**src/hw/rtl/skc_pkg.sv**
```systemverilog
package skc_pkg;

  // Sizes of the letter stream and of the set store
  localparam int unsigned LETTER_W  = 6;
  localparam int unsigned KMER_W    = 32;
  localparam int unsigned COUNT_W   = 16;
  localparam int unsigned LEN_W     = 16;
  localparam int unsigned CFG_W     = 6;
  localparam int unsigned SET_DEPTH = 1024;
  localparam int unsigned MAX_K     = 6;

  localparam int unsigned ADDR_W    = $clog2(SET_DEPTH);
  localparam int unsigned FILL_W    = $clog2(SET_DEPTH + 1);
  localparam int unsigned K_W       = $clog2(MAX_K + 1);
  localparam int unsigned WIN_IDX_W = $clog2(MAX_K);
  localparam int unsigned PRE_W     = $clog2(MAX_K + 1);
  localparam int unsigned KLEN_W    = 3;

  // Register reset values and the smallest window length
  localparam logic [CFG_W-1:0]  ALPHA_RESET = CFG_W'(36);
  localparam logic [KLEN_W-1:0] KLEN_RESET  = KLEN_W'(3);
  localparam logic [K_W-1:0]    K_MIN       = K_W'(2);

  // Sequence kind carried in the op field
  localparam logic OP_QUERY  = 1'b0;
  localparam logic OP_TARGET = 1'b1;

  // Bit positions of the error flags
  localparam int unsigned ERR_OVF = 0;
  localparam int unsigned ERR_BAD = 1;

  typedef enum logic {
    CFG_ALPHA = 1'b0,
    CFG_KLEN  = 1'b1
  } cfg_idx_e;

  typedef enum logic [1:0] {
    ST_IDLE,
    ST_MAC,
    ST_SCAN,
    ST_FINISH
  } skc_state_e;

  typedef struct packed {
    logic [LETTER_W-1:0] letter;
    logic                op;
    logic                last;
  } in_word_t;

  typedef struct packed {
    logic [COUNT_W-1:0] shared_count;
    logic               set_overflow;
    logic               bad_letter;
  } out_word_t;

  // Control from the sequencer to the k-mer accumulator
  typedef struct packed {
    logic step;
    logic first;
  } mac_ctrl_t;

endpackage

```
**src/hw/rtl/skc_kmer_mac.sv**
```systemverilog
module skc_kmer_mac (
  input  logic                     clk_i,
  input  skc_pkg::mac_ctrl_t       ctrl_i,
  input  logic [skc_pkg::CFG_W-1:0]    base_i,
  input  logic [skc_pkg::LETTER_W-1:0] digit_i,
  output logic [skc_pkg::KMER_W-1:0]   acc_o
);
  import skc_pkg::*;

  logic [KMER_W-1:0]       acc_q, acc_d;
  logic [KMER_W+CFG_W-1:0] prod;

  // Horner step: acc * base + digit, kept modulo 2^32
  assign prod = {{CFG_W{1'b0}}, acc_q} * {{KMER_W{1'b0}}, base_i};

  always_comb begin
    acc_d = acc_q;
    if (ctrl_i.step) begin
      if (ctrl_i.first) begin
        acc_d = {{(KMER_W-LETTER_W){1'b0}}, digit_i};
      end else begin
        acc_d = prod[KMER_W-1:0] + {{(KMER_W-LETTER_W){1'b0}}, digit_i};
      end
    end
  end

  always_ff @(posedge clk_i) begin
    acc_q <= acc_d;
  end

  assign acc_o = acc_q;

endmodule

```
**config.mk**
```make
export PLATFORM = sky130hd
export DESIGN_NAME = skc_kmer_mac
export DESIGN_NICKNAME = d
export VERILOG_FILES = /design/src/hw/rtl/skc_pkg.sv /design/src/hw/rtl/skc_kmer_mac.sv
export SDC_FILE = /design/constraint.sdc
export NUM_CORES = 1
export LEC_CHECK = 0
export BUFFER_PORTS_ARGS = -buffer_cell sky130_fd_sc_hd__buf_4
export CAP_MARGIN = 0
export CELL_PAD_IN_SITES_DETAIL_PLACEMENT = 2
export CELL_PAD_IN_SITES_GLOBAL_PLACEMENT = 2
export CORE_UTILIZATION = 45
export CTS_CLUSTER_DIAMETER = 40
export DETAILED_ROUTE_END_ITERATION = 7
export PLACE_DENSITY_LB_ADDON = 0.1
export RECOVER_POWER = 100
export SYNTH_ARGS = -nofsm -noshare
export SYNTH_HDL_FRONTEND = slang
export SYNTH_SLANG_ARGS = --single-unit
```
**constraint.sdc**
```tcl
create_clock -name clk_i -period 7.6 [get_ports clk_i]
set_input_delay 0 -clock clk_i [delete_from_list [all_inputs] [get_ports clk_i]]
set_output_delay 0 -clock clk_i [all_outputs]
set_load 0.05 [all_outputs]
```
==> results of run 1 <==
cells by family after synthesis:
logic type | Yosys count | synth area share
AOI/OAI and AO/OA | 77 | 0.0804
xor gates and xnor gates | 30 | 0.0403
adders and majority gates | 176 | 0.467
buffers and inverters | 55 | 0.0318
DFF | 32 | 0.147
muxes | 7 | 0.0121
and+or+nand+nor | 262 | 0.222
final timing paths:
path / startpoint / endpoint / slack [ns] / cells past startpoint
max: acc_o[5] / acc_o[29] / 1.80 / 17
min: digit_i[4] / acc_o[4] / 0.03 / 3
max reg2reg: acc_o[5] / acc_o[29] / 1.80 / 17
min reg2reg: acc_o[0] / acc_o[0] / 1.01 / 3
through the flow:
step / setup slack [ns] / util / area [sq um] / std cells / hold WS (ns)
after floorplan: 2.29 / - / 6520 / 639 / 0.112
after global placement: 2.37 / 0.502 / 7020 / 845 / 0.321
after detailed placement: 2.09 / 0.502 / 7020 / 845 / 0.321
after CTS: 2.06 / 0.511 / 7150 / 852 / 0.0330
after global routing: 1.56 / 0.501 / 7010 / 852 / 0.0444
final: 1.80 / 0.501 / 7010 / 852 / 0.0334
layout make-up:
class                   instances  area (sq um)  area share
clock inverters                 2          7.51     0.00107
inverters                      35           131      0.0188
multi-input cells             552          5330       0.761
flip-flops and latches         32           961       0.137
repair buffers                 46           221      0.0316
well taps                     180           225      0.0321
clock buffers                   5           125      0.0179
worst reg2reg max path: stages, from the launching register on:
cell and delay, ns:
edfxtp_1 0.48, and2_0 0.25, fa_1 0.55, inv_1 0.06
fa_1 0.54, inv_1 0.05, fa_1 0.48, fa_1 0.39
ha_1 0.38, a21oi_1 0.20, o21ai_0 0.10, a21o_1 0.21
a221o_1 0.40, a21o_1 0.26, a211oi_1 0.41, o311ai_0 0.26
a21oi_1 0.22, mux2_1 0.33
metal layers:
metal	routed length [microns]	share of wire	track usage
met4	285	0.014	0.0633
met3	486	0.025	0.0330
met5	0	0	0
met2	10700	0.54	0.537
met1	8210	0.42	0.342
placed cells by master (no fill, tap or decap), types with 2 or more instances in the layout:
cell type	instances
clkbuf_16	5
o21a_1	3
fa_1	112
o311ai_0	2
o21ai_0	15
clkbuf_1	33
nand4_1	2
xor2_1	12
a2111oi_0	2
nand3_1	6
a31oi_1	3
nor2_1	35
or3_1	4
inv_1	35
a211oi_1	4
a21o_2	2
clkinv_1	2
nand2_1	43
mux2_2	6
and3_1	3
xnor2_1	18
nor3_1	3
and2_1	148
edfxtp_1	32
and2_0	6
ha_1	64
buf_4	13
a21oi_1	23
a21o_1	12
nor2b_1	5
==> impl_metrics.yaml, run 1 <==
yosys:
  synth.avg_cell_area_sq_um: 10.2
  synth-edff-count: 32
  syn_nets: 830
  syn_inst: 639
  synthTopCellsByCount: "and2_1, fa_1, ha_1"
  yosysMostFrequentCell: "and2_1"
  synth-seq-area-share: 0.147
  ys_warn_count: 0
  synth.largest_area_cell: "fa_1"
  netlist.area_leader.share: 0.344
  synth.area.top_cells: "fa_1, and2_1, edfxtp_1"
  yosysUniqueCellTypes: 48
  ys_ff_latch: 32
  synth_flop_cell: "edfxtp_1"
  syn-cell-area_sq_um: 6520
  ys_async_sr_fraction: 0
timing:
  setup_violations: 0
  grt_setup_unrepaired: "no"
  period_minus_slack_ns: 5.80
  slew_headroom: -0.445
  maxSlewViolCount: 33
  hold_viol: 0
  fmax_mhz: 173
  tightest_slew_ns: 2.17
  skew_ns: 0.00707
  period_share: 0.763
  setup-tns-final_ns: 0
placement:
  hpwlAfterDp_microns: 15400
  port_buffers: 46
  gp_congestion: 0.781
route:
  dr.pass1.iters: 4
  vias: 4840
  ant_nets: 0
  drc_errors: 0
  vias_per_cell: 5.68
  wl_per_cell_microns: 23.1
  dr.first_iter.drc_count: 165
  routed_wl_microns: 19700
run_status:
  violations: "capacitance limit, slew limit"
  outcome: "finished, violations left"
layout:
  layout-drive-gt1-share: 0.0491
  nets: 863
  n_fill_cell: 1494
  area_growth_pct: 7.40
  largest_register_ffs: 32
  diodes: 0
setup_path:
  crit_fanout: 7
  path_buf_inv: 2
  cpPeakStageDelay_ns: 0.55
  cp_top_family: "adder cells"
  slowest_stage: "fa_1"
  crit_type: "reg -> reg"
  cp-start-kind: "flop"
  crit_chain: "and2_0 > fa_1 > inv_1 > fa_1 > inv_1 > fa_1 > fa_1 > ha_1 > a21oi_1 > o21ai_0 > a21o_1 > a221o_1 > a21o_1 > a211oi_1 > o311ai_0 > a21oi_1 > mux2_1"
  crit_required_ns: 7.62
  cp-end-kind: "flop"
  crit_top_cell: "fa_1"
  critical_path_arrival_ns: 5.82
clock_network:
  clk_pin_slew_ns: 0.06
  cts-resized-gates: 0
  cts_sinks: 32
  cts_setup_buffers: 0
  ctsRootBufferMaster: "clkbuf_16"
  clk_path_buf_depth: 2
  hold_buffers: 0
  cts_inserted_buffers: 5
  cts_tree: "built"
  htreeDepth: 2
  clk_latency_ns: 0.28
global_route:
  grt_max_degree: 41
  grt_pass1_wl_microns: 31900
  grt_pass1_vias: 5968
  overflow: 0
  grt.total_usage: 0.284
  antenna_found_initial: 0
floorplan:
  die_x_microns: 122
  core_sq_um: 14000
  boundaryPins: 47
  dieHeight_microns: 122
  design.die.area_sq_um: 15000
  start_util: 0.466
  rows: 43
min_path:
  hp-class: "in -> reg"
job:
  maxCapViolCount: 1
Power of run 1 is left out: the tool's default activity adds up to more than one toggle a clock period on the data nets, which glitch-free logic cannot reach.
==> inputs of run 2 (changes only) <==
--- a/config.mk
+++ b/config.mk
@@ -9,7 +9,7 @@
 export CAP_MARGIN = 0
 export CELL_PAD_IN_SITES_DETAIL_PLACEMENT = 2
 export CELL_PAD_IN_SITES_GLOBAL_PLACEMENT = 2
-export CORE_UTILIZATION = 45
+export CORE_UTILIZATION = 41
 export CTS_CLUSTER_DIAMETER = 40
 export DETAILED_ROUTE_END_ITERATION = 7
 export PLACE_DENSITY_LB_ADDON = 0.1
==> constraint.sdc (replaced) <==
create_clock -name clk_i -period 5.9 [get_ports clk_i]
set_input_delay 0 -clock clk_i [delete_from_list [all_inputs] [get_ports clk_i]]
set_output_delay 0 -clock clk_i [all_outputs]
set_load 0.05 [all_outputs]
==> impl_metrics.yaml, run 2 (synthesized netlist as in run 1, its figures left out) <==
timing:
  fmax_mhz: 181
  grt_setup_unrepaired: "no"
  period_share: 0.935
  skew_ns: 0.00690
  hold_viol: 0
  setup_violations: 0
  maxSlewViolCount: 33
  setup-tns-final_ns: 0
  tightest_slew_ns: 2.14
  slew_headroom: -0.426
  period_minus_slack_ns: 5.52
global_route:
  grt_pass1_vias: 5688
  antenna_found_initial: 0
  grt_max_degree: 41
  grt_pass1_wl_microns: 30400
  grt.total_usage: 0.241
  overflow: 0
route:
  drc_errors: 0
  routed_wl_microns: 18100
  vias: 4773
  wl_per_cell_microns: 20.5
  ant_nets: 0
  dr.pass1.iters: 5
  vias_per_cell: 5.40
  dr.first_iter.drc_count: 145
setup_path:
  crit_required_ns: 5.92
  crit_fanout: 7
  r2r-end: "acc_o[29]"
  r2r-start: "acc_o[5]"
  critical_path_arrival_ns: 5.54
  r2r_cells: 17
  crit_type: "reg -> reg"
  r2r_setup_slack_ns: 0.38
  cp-start-kind: "flop"
  cp-end-kind: "flop"
layout:
  ff_latch_area_sq_um: 961
  diodes: 0
  multi_input_area_sq_um: 5350
  final_core_util: 0.459
  layout-drive-gt1-share: 0.0505
  final_common_cell: "and2_1"
  n_fill_cell: 1649
  nets: 863
  fin_area_sq_um: 7060
  area_growth_pct: 8.25
  largest_register_ffs: 32
  layout_common_cells: "and2_1, fa_1, ha_1, nand2_1"
floorplan:
  dieHeight_microns: 128
  rows: 45
  start_util: 0.424
  design.die.area_sq_um: 16400
  core_sq_um: 15400
  die_x_microns: 128
  boundaryPins: 47
min_path:
  hold_path_end: "acc_o[0]"
  hold_depth: 2
  min_from: "digit_i[0]"
  hp-class: "in -> reg"
clock_network:
  ctsRootBufferMaster: "clkbuf_16"
  cts_sinks: 32
  clk_pin_slew_ns: 0.05
  cts_setup_buffers: 0
  cts_inserted_buffers: 5
  clk_latency_ns: 0.28
  cts_tree: "built"
  htreeDepth: 2
  cts-resized-gates: 0
  clk_path_buf_depth: 2
  hold_buffers: 0
placement:
  placed_area_sq_um: 7060
  gp_congestion: 0.783
  hpwlAfterDp_microns: 14200
  port_buffers: 46
job:
  maxCapViolCount: 1
run_status:
  outcome: "finished, violations left"
  violations: "capacitance limit, slew limit"
## run 2: changes by cell type in the layout (fill, tap and decap cells not counted)
cell	change
a211oi_1	-1
a211oi_4	+1
clkbuf_1	+2
clkinv_1	-1
o311ai_0	-2
o311ai_1	+2
## run 2: layer usage
layer	routed length [microns]	up-vias	GRT usage
met4	155	0	0.0381
met5	0	-	0
met2	9450	63	0.444
li1	-	2167	-
met3	359	15	0.0171
met1	8140	2528	0.313
## run 2: per-stage QoR
step                      worst slack, ns  hold slack (ns)  instances
after global placement              0.665            0.322        876
after detailed placement            0.388            0.323        876
after CTS                           0.386           0.0415        884
final                               0.384           0.0451        884
after floorplan                     0.594            0.112        639
after global routing                0.119           0.0444        884
## run 2: area by class of cell
type                    instances  share of cell area
multi-input cells             552               0.757
flip-flops and latches         32               0.136
well taps                     211              0.0374
repair buffers                 46              0.0314
clock buffers                   7              0.0188
inverters                      35              0.0186
clock inverters                 1            0.000532
## run 2: worst max-delay path: stages, from the launching register on
cell and delay [ns]:
edfxtp_1 0.47, and2_0 0.23, fa_1 0.54, inv_1 0.06, fa_1 0.54, inv_1 0.05
fa_1 0.48, fa_1 0.40, ha_1 0.37, a21oi_1 0.20, o21ai_0 0.12, a21o_1 0.22
a221o_1 0.40, a21o_1 0.27, a211oi_4 0.26, o311ai_1 0.14, a21oi_1 0.18, mux2_1 0.33
## run 2: worst max-delay path by stage
stage | end | start | slack (ns) | cells after the start
6_report | acc_o[29] | acc_o[5] | 0.38 | 17
5_1_grt | acc_o[29] | acc_o[5] | 0.12 | 17
4_1_cts | acc_o[29] | acc_o[5] | 0.39 | 17
3_5_place_dp | acc_o[29] | acc_o[5] | 0.39 | 17
3_3_place_gp | acc_o[29] | acc_o[5] | 0.67 | 17
2_1_floorplan | acc_o[29] | acc_o[5] | 0.59 | 17
Power of run 2 is left out for the same reason.
==> inputs of run 3 (changes only) <==
--- a/config.mk
+++ b/config.mk
@@ -9,6 +9,7 @@
 export CAP_MARGIN = 0
 export CELL_PAD_IN_SITES_DETAIL_PLACEMENT = 2
 export CELL_PAD_IN_SITES_GLOBAL_PLACEMENT = 2
+export CORE_MARGIN = 5
 export CORE_UTILIZATION = 41
 export CTS_CLUSTER_DIAMETER = 40
 export DETAILED_ROUTE_END_ITERATION = 7
==> constraint.sdc (replaced) <==
create_clock -name clk_i -period 5.9 [get_ports clk_i]
set_input_delay 0.885 -clock clk_i [delete_from_list [all_inputs] [get_ports clk_i]]
set_output_delay 0.885 -clock clk_i [all_outputs]
set_load 0.05 [all_outputs]
==> impl_metrics.yaml, run 3 (synthesized netlist as in run 1, its figures left out) <==
layout:
  largest_register_ffs: 32
  nets: 875
  area_growth_pct: 9.86
  final_common_cell: "and2_1"
  layout-drive-gt1-share: 0.0687
  n_fill_cell: 1744
  final_core_util: 0.454
  layout_common_cells: "and2_1, fa_1, ha_1, nand2_1"
timing:
  period_minus_slack_ns: 5.62
  slew_headroom: -0.483
  skew_ns: 0.00712
  fmax_mhz: 178
  fin_ws_ns: 0.284
  grt_setup_unrepaired: "no"
  tightest_slew_ns: 2.22
  maxSlewViolCount: 33
  setup_violations: 0
  setup-tns-final_ns: 0
  period_share: 0.952
  hold_viol: 0
global_route:
  grt_pass1_vias: 5870
  antenna_found_initial: 0
  grt_pass1_wl_microns: 31700
  use_met3: 0.0315
  overflow: 0
  global_route.usage.met2: 0.412
  grt_max_degree: 41
  grt-busiest-layer: "met2"
  grt.total_usage: 0.223
  grt_util_met1: 0.271
route:
  vias: 4857
  dr.first_iter.drc_count: 139
  vias_per_cell: 5.39
  routed_wl_microns: 19400
  dr.pass1.iters: 6
  drc_errors: 0
  ant_nets: 0
  wl_per_cell_microns: 21.5
setup_path:
  crit_top_cell: "fa_1"
  crit_chain: "buf_4 > and2_1 > fa_1 > inv_1 > fa_1 > inv_1 > fa_1 > fa_1 > ha_1 > a21oi_1 > o21ai_0 > a21o_1 > a221o_1 > a21o_4 > a211oi_4 > o311ai_1 > a21oi_1 > mux2_1"
  crit_required_ns: 5.94
  crit_type: "in -> reg"
  crit_fanout: 12
  slowest_stage: "fa_1"
  cpPeakStageDelay_ns: 0.53
  critical_path_arrival_ns: 5.65
  r2r_cells: 17
  cp_top_family: "adder cells"
  path_depth: 18
  cp-start-kind: "input pin"
  path_buf_inv: 3
  cp-end-kind: "flop"
floorplan:
  die_x_microns: 136
  boundaryPins: 47
  dieHeight_microns: 136
  start_util: 0.414
  core_sq_um: 15800
  design.die.area_sq_um: 18500
  rows: 46
placement:
  port_buffers: 46
  place_ws_ns: -0.0812
  gp_congestion: 0.815
  hpwlAfterDp_microns: 16000
clock_network:
  htreeDepth: 2
  cts_setup_buffers: 0
  cts-resized-gates: 0
  ctsRootBufferMaster: "clkbuf_16"
  clk_pin_slew_ns: 0.06
  cts_inserted_buffers: 5
  clk_latency_ns: 0.29
  cts_sinks: 32
  clk_path_buf_depth: 2
  hold_buffers: 0
  cts_tree: "built"
job:
  maxCapViolCount: 1
min_path:
  hp-class: "in -> reg"
  hold_depth: 3
run_status:
  violations: "capacitance limit, slew limit"
  outcome: "finished, violations left"
## run 3: stage by stage
step	instances	hold WS (ns)	instance area, sq um
finish	901	0.880	7170
CTS	900	0.876	7280
global placement	893	0.938	7150
global route	900	0.899	7160
floorplan	639	0.997	6520
detailed placement	893	0.953	7150
## run 3: path summary, 6_finish.rpt
| check | startpoint | to | slack, ns |
|---|---|---|---|
| max reg2reg | acc_o[4] | acc_o[29] | 0.40 |
| min | digit_i[4] | acc_o[4] | 0.88 |
| max | base_i[1] | acc_o[29] | 0.28 |
| min reg2reg | acc_o[0] | acc_o[0] | 0.94 |
## run 3: per-layer routing
| layer | share of wire | vias up |
|---|---|---|
| li1 | - | 2200 |
| met5 | 0 | - |
| met2 | 0.53 | 86 |
| met4 | 0.021 | 0 |
| met1 | 0.42 | 2542 |
| met3 | 0.026 | 29 |
## run 3: layout make-up
type	count	area, sq um	share of cell area
tap	216	270	0.0377
clock buffer	5	125	0.0175
inverter	35	131	0.0183
multi-input combinational	552	5360	0.748
antenna	1	2.50	0.000349
clock inverter	2	7.51	0.00105
timing repair buffer	58	308	0.0430
sequential	32	961	0.134
## run 3: worst reg2reg max path: stages, from the launching register on
cell      delay [ns]
edfxtp_1        0.54
and2_1          0.25
fa_1            0.51
inv_1           0.07
fa_1            0.53
inv_1           0.05
fa_1            0.46
fa_1            0.38
ha_1            0.37
a21oi_1         0.25
o21ai_0         0.12
a21o_1          0.21
a221o_1         0.35
a21o_4          0.25
a211oi_4        0.24
o311ai_1        0.14
a21oi_1         0.18
mux2_1          0.33
Power of run 3 is left out for the same reason.
